**config.mk**
```make
export PLATFORM = sky130hd
export DESIGN_NAME = audio_rate_convert_3_to_2_gain_unit
export DESIGN_NICKNAME = d
export VERILOG_FILES = /design/src/hdl/arcg_pkg.sv /design/src/hdl/arcg_group.sv /design/src/hdl/arcg_scale.sv /design/src/hdl/audio_rate_convert_3_to_2_gain_unit.sv
export VERILOG_INCLUDE_DIRS = /design/src /design/src/hdl
export SDC_FILE = /design/constraint.sdc
export NUM_CORES = 1
export LEC_CHECK = 0
export BUFFER_PORTS_ARGS = -buffer_cell sky130_fd_sc_hd__buf_2
export CAP_MARGIN = 10
export CORE_MARGIN = 4
export CORE_UTILIZATION = 41
export CTS_CLUSTER_DIAMETER = 50
export DETAILED_ROUTE_END_ITERATION = 6
export GPL_TIMING_DRIVEN = 0
export HOLD_SLACK_MARGIN = 0.03
export PLACE_DENSITY = 0.63
export SLEW_MARGIN = 20
export SYNTH_ARGS = -nofsm -noshare
export SYNTH_HDL_FRONTEND = slang
export SYNTH_SLANG_ARGS = --single-unit
```
**constraint.sdc**
```tcl
create_clock -name clk -period 19.4 [get_ports clk]
set_input_delay 0 -clock clk [delete_from_list [all_inputs] [get_ports clk]]
set_output_delay 0 -clock clk [all_outputs]
set_load 0.005 [all_outputs]
```
**src/hdl/audio_rate_convert_3_to_2_gain_unit_macros.svh**
```systemverilog
// assertion macros for the 3:2 rate converter with gain
// expects clk and arst_n in the scope of each use
`ifndef AUDIO_RATE_CONVERT_3_TO_2_GAIN_UNIT_MACROS_SVH
`define AUDIO_RATE_CONVERT_3_TO_2_GAIN_UNIT_MACROS_SVH

`ifndef SYNTHESIS
`define ARCG_ASSERT(name, prop, msg) \
	name: assert property (@(posedge clk) disable iff (!arst_n) prop) else $error(msg);
`define ARCG_NEVER(name, cond, msg) \
	name: assert property (@(posedge clk) disable iff (!arst_n) !(cond)) else $error(msg);
`else
`define ARCG_ASSERT(name, prop, msg)
`define ARCG_NEVER(name, cond, msg)
`endif

`endif

```
**src/hdl/arcg_pkg.sv**
```systemverilog
// shared types and constants for the 3:2 rate converter with gain
// no dependencies
package arcg_pkg;

	localparam int SAMPLE_W = 16;
	localparam int GAIN_W   = 9;
	localparam int INDEX_W  = 1;
	localparam int PROD_W   = SAMPLE_W + GAIN_W + 1;
	localparam int MAG_W    = 22;
	localparam int RECIP_W  = 23;
	localparam int RECIP_SHIFT = 29;
	localparam int QPROD_W  = MAG_W + RECIP_W;

	localparam int GAIN_DIV = 100;
	localparam int SAT_MAX_I = 32767;
	localparam int SAT_MIN_I = -32768;

	localparam logic signed [SAMPLE_W-1:0] SAT_MAX = SAMPLE_W'(SAT_MAX_I);
	localparam logic signed [SAMPLE_W-1:0] SAT_MIN = SAMPLE_W'(SAT_MIN_I);

	// ceil(2^29 / 100), exact floor division for magnitudes below 2^22
	localparam logic [RECIP_W-1:0] RECIP_MUL =
		RECIP_W'(((64'd1 << RECIP_SHIFT) + GAIN_DIV - 1) / GAIN_DIV);

	// product magnitudes at or above these saturate
	localparam logic [PROD_W-1:0] SAT_HI_MAG = PROD_W'((SAT_MAX_I + 1) * GAIN_DIV);
	localparam logic [PROD_W-1:0] SAT_LO_MAG = PROD_W'((-SAT_MIN_I + 1) * GAIN_DIV);

	localparam logic [INDEX_W-1:0] REG_RESAMPLE = INDEX_W'(0);
	localparam logic [INDEX_W-1:0] REG_GAIN     = INDEX_W'(1);

	localparam logic              RESAMPLE_RST = 1'b1;
	localparam logic [GAIN_W-1:0] GAIN_RST     = GAIN_W'(180);

	typedef struct packed {
		logic              resample_enable;
		logic [GAIN_W-1:0] gain_percent;
	} cfg_t;

endpackage

```
**src/hdl/arcg_group.sv**
```systemverilog
// group sequencer: 3:2 phase tracking, held sample and operand select
// depends on arcg_pkg
module arcg_group import arcg_pkg::*; (
	input  logic                       clk,
	input  logic                       arst_n,
	input  cfg_t                       cfg,
	input  logic                       in_valid,
	output logic                       in_ready,
	input  logic signed [SAMPLE_W-1:0] sample_in,
	input  logic                       end_of_stream,
	output logic                       op_valid,
	input  logic                       op_ready,
	output logic signed [SAMPLE_W-1:0] op_x
);

	typedef enum logic [1:0] {
		PH_FIRST,
		PH_SECOND,
		PH_THIRD
	} phase_t;

	phase_t                      phase_q, phase_d;
	logic signed [SAMPLE_W-1:0]  held_q, held_d;
	logic                        v_s1;
	logic signed [SAMPLE_W-1:0]  x_s1;
	logic                        emit;
	logic signed [SAMPLE_W-1:0]  x_d;
	logic [SAMPLE_W:0]           sum;
	logic [SAMPLE_W:0]           sum_adj;
	logic                        accept;

	assign in_ready = !v_s1 || op_ready;
	assign accept   = in_valid && in_ready;

	// average truncating toward zero
	assign sum     = {held_q[SAMPLE_W-1], held_q} + {sample_in[SAMPLE_W-1], sample_in};
	assign sum_adj = sum + {{SAMPLE_W{1'b0}}, sum[SAMPLE_W]};

	always_comb begin
		emit    = 1'b0;
		x_d     = sample_in;
		phase_d = phase_q;
		held_d  = held_q;
		if (!cfg.resample_enable) begin
			phase_d = PH_FIRST;
			emit    = 1'b1;
		end else begin
			case (phase_q)
				PH_SECOND: begin
					if (end_of_stream) begin
						phase_d = PH_FIRST;
					end else begin
						emit    = 1'b1;
						x_d     = held_q;
						held_d  = sample_in;
						phase_d = PH_THIRD;
					end
				end
				PH_THIRD: begin
					emit    = 1'b1;
					x_d     = sum_adj[SAMPLE_W:1];
					phase_d = PH_FIRST;
				end
				default: begin
					held_d  = sample_in;
					if (end_of_stream) begin
						phase_d = PH_FIRST;
					end else begin
						phase_d = PH_SECOND;
					end
				end
			endcase
		end
	end

	always_ff @(posedge clk or negedge arst_n) begin
		if (!arst_n) begin
			phase_q <= PH_FIRST;
			held_q  <= '0;
			v_s1    <= 1'b0;
			x_s1    <= '0;
		end else begin
			if (accept) begin
				phase_q <= phase_d;
				held_q  <= held_d;
			end
			if (in_ready) begin
				v_s1 <= accept && emit;
			end
			if (accept && emit) begin
				x_s1 <= x_d;
			end
		end
	end

	assign op_valid = v_s1;
	assign op_x     = x_s1;

endmodule

```
**src/hdl/arcg_scale.sv**
```systemverilog
// gain pipeline: multiply by percent, divide by 100, saturate, output register
// depends on arcg_pkg and the assertion macro header
`include "audio_rate_convert_3_to_2_gain_unit_macros.svh"

module arcg_scale import arcg_pkg::*; (
	input  logic                       clk,
	input  logic                       arst_n,
	input  logic [GAIN_W-1:0]          gain_percent,
	input  logic                       op_valid,
	output logic                       op_ready,
	input  logic signed [SAMPLE_W-1:0] op_x,
	output logic                       out_valid,
	input  logic                       out_ready,
	output logic signed [SAMPLE_W-1:0] result
);

	logic                       v_s2, v_s3, v_q;
	logic                       rdy_s2, rdy_s3, rdy_q;
	logic signed [PROD_W-1:0]   prod;
	logic signed [PROD_W-1:0]   p_s2;
	logic                       neg;
	logic [PROD_W-1:0]          mag;
	logic [QPROD_W-1:0]         qprod;
	logic [SAMPLE_W-1:0]        q_s3;
	logic                       neg_s3, sat_hi_s3, sat_lo_s3;
	logic signed [SAMPLE_W-1:0] res_d;
	logic signed [SAMPLE_W-1:0] out_q;

	assign rdy_q    = !v_q || out_ready;
	assign rdy_s3   = !v_s3 || rdy_q;
	assign rdy_s2   = !v_s2 || rdy_s3;
	assign op_ready = rdy_s2;

	assign prod  = op_x * $signed({1'b0, gain_percent});
	assign neg   = p_s2[PROD_W-1];
	assign mag   = neg ? PROD_W'(-p_s2) : PROD_W'(p_s2);
	assign qprod = QPROD_W'(mag[MAG_W-1:0]) * QPROD_W'(RECIP_MUL);

	always_comb begin
		if (sat_hi_s3) begin
			res_d = SAT_MAX;
		end else if (sat_lo_s3) begin
			res_d = SAT_MIN;
		end else if (neg_s3) begin
			res_d = SAMPLE_W'(-q_s3);
		end else begin
			res_d = q_s3;
		end
	end

	always_ff @(posedge clk or negedge arst_n) begin
		if (!arst_n) begin
			v_s2 <= 1'b0;
			v_s3 <= 1'b0;
			v_q  <= 1'b0;
		end else begin
			if (rdy_s2) begin
				v_s2 <= op_valid;
			end
			if (rdy_s3) begin
				v_s3 <= v_s2;
			end
			if (rdy_q) begin
				v_q <= v_s3;
			end
		end
	end

	always_ff @(posedge clk) begin
		if (rdy_s2 && op_valid) begin
			p_s2 <= prod;
		end
		if (rdy_s3 && v_s2) begin
			q_s3      <= qprod[RECIP_SHIFT+SAMPLE_W-1:RECIP_SHIFT];
			neg_s3    <= neg;
			sat_hi_s3 <= !neg && (mag >= SAT_HI_MAG);
			sat_lo_s3 <= neg && (mag >= SAT_LO_MAG);
		end
		if (rdy_q && v_s3) begin
			out_q <= res_d;
		end
	end

	assign out_valid = v_q;
	assign result    = out_q;

	`ARCG_NEVER(a_sat_exclusive, v_s3 && sat_hi_s3 && sat_lo_s3, "both saturation flags set")
	`ARCG_ASSERT(a_quot_range, v_s3 && !sat_hi_s3 && !sat_lo_s3 |-> q_s3 <= SAMPLE_W'(-SAT_MIN_I), "quotient out of range without saturation")
	`ARCG_ASSERT(a_advance, v_s2 && rdy_s3 |=> v_s3, "beat lost between multiply and divide")
	`ARCG_ASSERT(a_out_hold, out_valid && !out_ready |=> out_valid && $stable(out_q), "pending beat changed")

endmodule

```
**src/hdl/audio_rate_convert_3_to_2_gain_unit.sv**
```systemverilog
// top level: 3:2 sample rate converter with percentage gain, stereo out
// depends on arcg_pkg, arcg_group, arcg_scale
//
//  channel | handshake           | payload
//  --------+---------------------+------------------------------
//  in      | in_valid/in_ready   | sample_in, end_of_stream
//  out     | out_valid/out_ready | left_sample, right_sample
//  cfg     | cfg_we              | cfg_index, cfg_data
//
// one input beat per cycle while in_ready is high; a result passes through these registers in order:
// operand register, gain multiply, reciprocal divide, saturate/output
// each stage advances when the next is empty or moving, so bubbles collapse
// reset is immediate, no clearing pass; resample on, gain 180 percent
module audio_rate_convert_3_to_2_gain_unit import arcg_pkg::*; (
	input  logic                       clk,
	input  logic                       arst_n,
	input  logic                       cfg_we,
	input  logic [INDEX_W-1:0]         cfg_index,
	input  logic [GAIN_W-1:0]          cfg_data,
	input  logic                       in_valid,
	output logic                       in_ready,
	input  logic signed [SAMPLE_W-1:0] sample_in,
	input  logic                       end_of_stream,
	output logic                       out_valid,
	input  logic                       out_ready,
	output logic signed [SAMPLE_W-1:0] left_sample,
	output logic signed [SAMPLE_W-1:0] right_sample
);

	cfg_t                       cfg_q;
	logic                       op_valid;
	logic                       op_ready;
	logic signed [SAMPLE_W-1:0] op_x;
	logic signed [SAMPLE_W-1:0] result;

	always_ff @(posedge clk or negedge arst_n) begin
		if (!arst_n) begin
			cfg_q.resample_enable <= RESAMPLE_RST;
			cfg_q.gain_percent    <= GAIN_RST;
		end else if (cfg_we) begin
			case (cfg_index)
				REG_RESAMPLE: cfg_q.resample_enable <= cfg_data[0];
				REG_GAIN:     cfg_q.gain_percent    <= cfg_data;
				default: begin
				end
			endcase
		end
	end

	arcg_group u_group (
		.clk           (clk),
		.arst_n        (arst_n),
		.cfg           (cfg_q),
		.in_valid      (in_valid),
		.in_ready      (in_ready),
		.sample_in     (sample_in),
		.end_of_stream (end_of_stream),
		.op_valid      (op_valid),
		.op_ready      (op_ready),
		.op_x          (op_x)
	);

	arcg_scale u_scale (
		.clk          (clk),
		.arst_n       (arst_n),
		.gain_percent (cfg_q.gain_percent),
		.op_valid     (op_valid),
		.op_ready     (op_ready),
		.op_x         (op_x),
		.out_valid    (out_valid),
		.out_ready    (out_ready),
		.result       (result)
	);

	assign left_sample  = result;
	assign right_sample = result;

endmodule
```
### Word-level counts from Yosys, hierarchy flattened

Index checks and enable logic that the tools add are counted.

* bits in registers: 109
* bits in latches: 0
* bits in writable memories: 0
* ROM bits: 0
* input bits: 32
* output and inout port bits: 34
* word-level logic and storage cells: 62
* memories: 0

* $add $sub $neg: 4
* $mul: 2
* div/mod/pow operators: 0
* magnitude comparators: 2
* equality and inequality tests: 3
* shift-type cells: 0
* mux-type cells: 15
* bitwise logic cells: 2
* reductions and logical operators: 19

Operators by type and width (number)
* 16-bit two-way mux: 5
* 16-bit one-hot mux with 2 select lines: 2
* 26-bit by 22-bit >= comparator with 1-bit output (second input constant): 2
* 22-bit by 22-bit multiplier with 44-bit output (second input constant): 1
* 16-bit by 10-bit multiplier with 26-bit output: 1
* 26-bit two-way mux: 1
* 26-bit negator: 1
* 16-bit by 16-bit adder with 17-bit output: 1
* 17-bit by 1-bit adder with 17-bit output: 1
* 16-bit negator: 1
* 1-bit logical AND: 7
* 1-bit zero test: 5
* 1-bit logical OR: 4
* 2-bit two-way mux: 2
* 2-bit one-hot mux with 2 select lines: 1
* 2-bit AND reduction: 2
* 4-bit AND reduction: 1
* 1-bit two-way mux: 3
* 2-bit by 1-bit equality test with 1-bit output (second input constant): 1
* 2-bit equality test (second input constant): 1
* 2-bit != test (second input constant): 1
* 1-bit inverter: 2
* 1-bit one-hot mux with 2 select lines: 1

### Longest topological paths before layout

* depth after elaboration: 7
* depth in mapped cells: 31
* depth with buffers taken out: 30

### Cells and area by module

Synthesis repeated with hierarchy kept, for this count alone.

* cells, all modules: 2109
* area total of the unflattened synthesis: 20469.6 µm²

Modules (own cells, without submodules)
* arcg_scale: instances 1, cells an instance 1705, area an instance 16883.7 µm², seq. area each 1906.8 µm²
* arcg_group: instances 1, cells an instance 366, area an instance 3079.2 µm², seq. area each 875.8 µm²
* audio_rate_convert_3_to_2_gain_unit: instances 1, cells an instance 38, area an instance 506.7 µm², seq. area each 256.5 µm²

### Worst setup path after synthesis

No wires, ideal clock.

* path type: register -> register
* from: register u_scale.p_s2[6]
* to: register u_scale.q_s3[12] (data pin)
* arrival time: 7839 ps
* data required time: 19142 ps
* path slack: 11304 ps
* cell stages (with the launch flop): 27
* buffers on the path: 0
* period minus slack after synthesis: 8096 ps
* path through: edfxtp_1 > or4_4 > or4_4 > or2_2 > and2_1 > xor2_1 > inv_2 > ha_1 > inv_1 > fa_1 > fa_1 > fa_1 > inv_1 > fa_1 > fa_1 > inv_1 > fa_1 > inv_1 > ha_1 > a211oi_1 > nor2_1 > o2111ai_1 > o21ai_0 > a22o_1 > or3_1 > a21oi_1 > xnor2_1

* word-level cells in the longest chain between the ends: 3

Ends and longest elaborated chain
* start: declaration: RTL line arcg_scale.sv:20 `logic signed [PROD_W-1:0] p_s2;`
* start signal: assignment: RTL line arcg_scale.sv:71 `p_s2 <= prod;`
* 26-bit negator: RTL line arcg_scale.sv:36 `assign mag = neg ? PROD_W'(-p_s2) : PROD_W'(p_s2);`
* 26-bit two-way mux *: RTL line arcg_scale.sv:36
* 22-bit by 22-bit multiplier with 44-bit output *: RTL line arcg_scale.sv:37 `assign qprod = QPROD_W'(mag[MAG_W-1:0]) * QPROD_W'(RECIP_MUL);`
* named net u_scale.qprod[41]: RTL line arcg_scale.sv:23 `logic [QPROD_W-1:0] qprod;`
* end signal: assignment: RTL line arcg_scale.sv:74 `q_s3 <= qprod[RECIP_SHIFT+SAMPLE_W-1:RECIP_SHIFT];`
* end: declaration: RTL line arcg_scale.sv:24 `logic [SAMPLE_W-1:0] q_s3;`

The timed path passes the listed nets; every way through them passes the cells marked *.
A chain may end at the register's enable or synchronous reset.

### Worst setup path in the final report

* from: register u_scale.p_s2[25]
* to: register u_scale.q_s3[14] (data pin)

* word-level cells in the longest chain between the ends: 2

Ends and longest elaborated chain (RTL line)
* 26-bit two-way mux: arcg_scale.sv:36
* 22-bit by 22-bit multiplier with 44-bit output: arcg_scale.sv:37
* named net u_scale.qprod[43]: arcg_scale.sv:23

The timed path passes the listed nets, and every way through them passes these cells.

==> results.toml <==
[outcome]
status = "completed"

[sta]
rsz0062_at_grt = "no"
max_freq_mhz = 107
timing_hold_violations_final = 0
timing.slew.headroom_pct = 27.8
setup_ws_ns = 10.07
slew_viols_final = 0
skew_ns = 0.0190
final.min_clock_period_ns = 9.33
actual_transition_at_the_worst_max_transition_pin_ns = 1.07
setup_viol = 0
layout_worst_path_cycle_share_pct = 48.1
fin_setup_tns_ns = 0

[detailed_routing]
drt_first_iter_violations = 640
avgRoutedWirePerCell_um = 16.2
dr_total_vias = 14800
drt_pass1_iterations = 5
drc_violation_count_after_routing = 0
drtAntennaViolNets = 0
totalWireLength_um = 47700
vias_per_cell = 5.01

[grt]
groute.layer.met1.usage_pct = 22.9
groute.usage.overall_pct = 18.2
met2_usage_pct = 32.7
grt_first_pass_wirelength_um = 79500
antenna_found_initial = 0
groute.layer.met3.usage_pct = 2.27
grt-busiest-layer = "met2"
first_global_vias = 15800
grt_overflow_total = 0
largest_net_degree_at_the_start_of_global_routing = 49

[clock_tree]
cts_inserted_buffers = 9
tritoncts_clock_tree = "yes"
cts-htree-levels = 3
post_cts_resize_count = 0
cts_sinks = 109
cts_buffer_depth = 2
clk_root_buffer_cell = "clkbuf_16"
worst_setup_hold_path_clk_slew_ns = 0.09
clk-insertion-delay-late_ns = 0.39

[floorplanning]
die_height_um = 233
floorplan.die_area_sq_um = 54500
die_w_um = 233
initial_utilization_pct = 41.5
placementRows = 82
design.core.area_sq_um = 50200
design.portCount = 66

[synth]
yosysSeqAreaShare_pct = 14.6
yosys_warnings = 0
post_synth_instance_area_sq_um = 20800
area_fraction_in_compound_gates_after_synthesis_pct = 10.2
post_synthesis_instance_total = 2164
synth.avg_cell_area_sq_um = 9.62
muxShareOfSynthArea_pct = 1.62
synth_simple_gate_area_share_pct = 10.8
synth_xor_xnor_area_share_pct = 4.41
mappedNetlistNets = 2811
synth_edf_count = 61
synthAdderAreaFrac_pct = 47.7
ys.flop_type = "edfxtp_1"
async_flop_share_pct = 44.0
netlist-cell-type-count = 84
combinational_family_with_the_most_area_after_synthesis = "adder cells"
synth.ff_latch_count = 109

[setup_path]
crit_fanout = 10
worstSetupPathType = "flip-flop to flip-flop"
timing.reg2reg.worst_path_depth = 26
critPathArrivalTime_ns = 9.46
crit_path_start_kind = "flip-flop"
crit_start = "u_scale.p_s2[25]$_DFFE_PP_"
worstReg2RegEnd = "u_scale.q_s3[14]$_DFFE_PP_"
worstReg2RegStart = "u_scale.p_s2[25]$_DFFE_PP_"
timing.reg2reg.setup_slack_ns = 10.07
timing.critical_path.required_ns = 19.54
worst_setup_path_end_kind = "flip-flop"

[final_layout]
ff_latch_area_sq_um = 3040
fill_cells = 4750
final_cell_count_no_fill = 2948
finalNetCount = 2918
post_route_cells_drive_above_1_share_pct = 7.64
antenna_cells = 0
mostFrequentLayoutCells = "inv_1 (504), ha_1 (318), fa_1 (297), nand2_1 (123), and2_1 (106)"
final_area_sq_um = 22600
areaGrowthSynthToFinish_pct = 8.68
area_used_by_multi_input_combinational_logic_sq_um = 15600
commonest_non_fill_non_tap_cell_in_the_layout = "inv_1"

[placement]
dp_hpwl_um = 41000
gp_routability_congestion = 0.915
pre_cts_slack_ns = 9.97
dp_cells = 2902
placement_stage_cell_area_sq_um = 22000
io_buffer_count = 65

[min_path]
hold_path_depth = 4
holdCritStartpoint = "in_valid"
hp-class = "input port to flip-flop"
holdPathEnd = "u_group.phase_q[0]$_DFFE_PN0P_"

[flow_run]
timing.max_cap.violations = 0
synthesized netlist by cell type, drive strengths merged, types with 10 or more instances:
| cell | number | area share [%] |
|---|---|---|
| nand4 | 18 | 0.54 |
| o21bai | 22 | 0.79 |
| buf | 21 | 0.67 |
| a211oi | 12 | 0.43 |
| xnor2 | 72 | 3.0 |
| nor2 | 62 | 1.1 |
| inv | 507 | 9.1 |
| edfxtp | 61 | 8.8 |
| nand2b | 12 | 0.36 |
| a31oi | 19 | 0.57 |
| o21ai | 69 | 1.7 |
| fa | 297 | 29 |
| clkbuf | 47 | 0.85 |
| ha | 318 | 19 |
| a21oi | 43 | 1.0 |
| o21a | 10 | 0.36 |
| a21o | 28 | 1.0 |
| dfrtp | 43 | 5.2 |
| mux2 | 29 | 1.6 |
| nand3 | 18 | 0.43 |
| nand2 | 123 | 2.2 |
| and2 | 107 | 3.2 |
| xor2 | 32 | 1.4 |
| or3 | 14 | 0.47 |
| nor3 | 25 | 0.62 |
cell families (layout without fill, tap and decap cells):
family,Yosys count,after routing
xor+xnor,104,104
simple gates,430,430
mux,30,30
buf+inv,575,687
compound gates,301,301
flops,109,109
fa+ha+maj,615,615
critical path: stages, from the launching register on:
cell	delay (ns)
edfxtp_1	0.49
clkbuf_1	0.39
buf_1	0.48
clkbuf_1	0.44
o31ai_1	0.17
xnor2_1	0.87
inv_1	0.33
fa_1	0.62
inv_1	0.04
ha_1	0.26
inv_1	0.05
fa_1	0.55
fa_1	0.47
fa_1	0.51
inv_1	0.06
fa_1	0.42
ha_1	0.30
ha_1	0.28
clkbuf_1	0.26
nand2_1	0.09
nor3_1	0.25
o2111ai_1	0.29
o21ai_0	0.64
a221oi_1	0.28
o21bai_1	0.28
a21oi_1	0.12
xnor2_1	0.13
per-layer routing:
layer	share of wire [%]	routed length [um]	up-vias
li1	-	-	7213
met1	44	20800	7207
met2	50	23700	288
met3	3.6	1690	67
met4	3.0	1420	0
met5	0	0	-
stage by stage:
step	hold WS, ns	utilization (%)
after floorplan	-0.296	-
after global placement	0.233	43.8
after detailed placement	0.0716	43.9
after CTS	0.141	45.1
after global routing	0.167	45.1
final	0.162	45.1
state kept, by name (all words and copies together), names as in the netlist:
signal,count
cfg_q,10
u_group.held_q,16
u_group.op_valid,1
u_group.op_x,16
u_group.phase_q,2
u_scale.neg_s3,1
u_scale.out_valid,1
u_scale.p_s2,26
u_scale.q_s3,16
u_scale.result,16
u_scale.sat_hi_s3,1
u_scale.sat_lo_s3,1
u_scale.v_s2,1
u_scale.v_s3,1
what timing repair did:
action | CTS | global route
hold endpoints to repair | 82 | 0
hold buffers | 30 | 0
buffers inserted | 0 | 0
setup endpoints to repair | 0 | 0
area by class of cell:
cell class                 count  area share (%)
buffer                        68            1.40
clock buffer                  10            1.11
clock inverter                 6           0.210
inverter                     507            8.41
multi-input combinational   1480            68.9
sequential                   109            13.4
tap                          672            3.71
timing repair buffer          96            2.84
worst max-delay path by stage:
stage                                       endpoint  slack [ns]  cells after the start
final                     u_scale.q_s3[14]$_DFFE_PP_       10.07                     26
after detailed placement  u_scale.q_s3[14]$_DFFE_PP_        9.97                     27
after global routing      u_scale.q_s3[14]$_DFFE_PP_        9.42                     26
after floorplan           u_scale.q_s3[12]$_DFFE_PP_       11.30                     26
after CTS                 u_scale.q_s3[14]$_DFFE_PP_        9.92                     27
after global placement    u_scale.q_s3[14]$_DFFE_PP_       10.06                     27
Power is not shown: default switching activity piles up to over one toggle a cycle in this logic, so the estimate is an artifact.
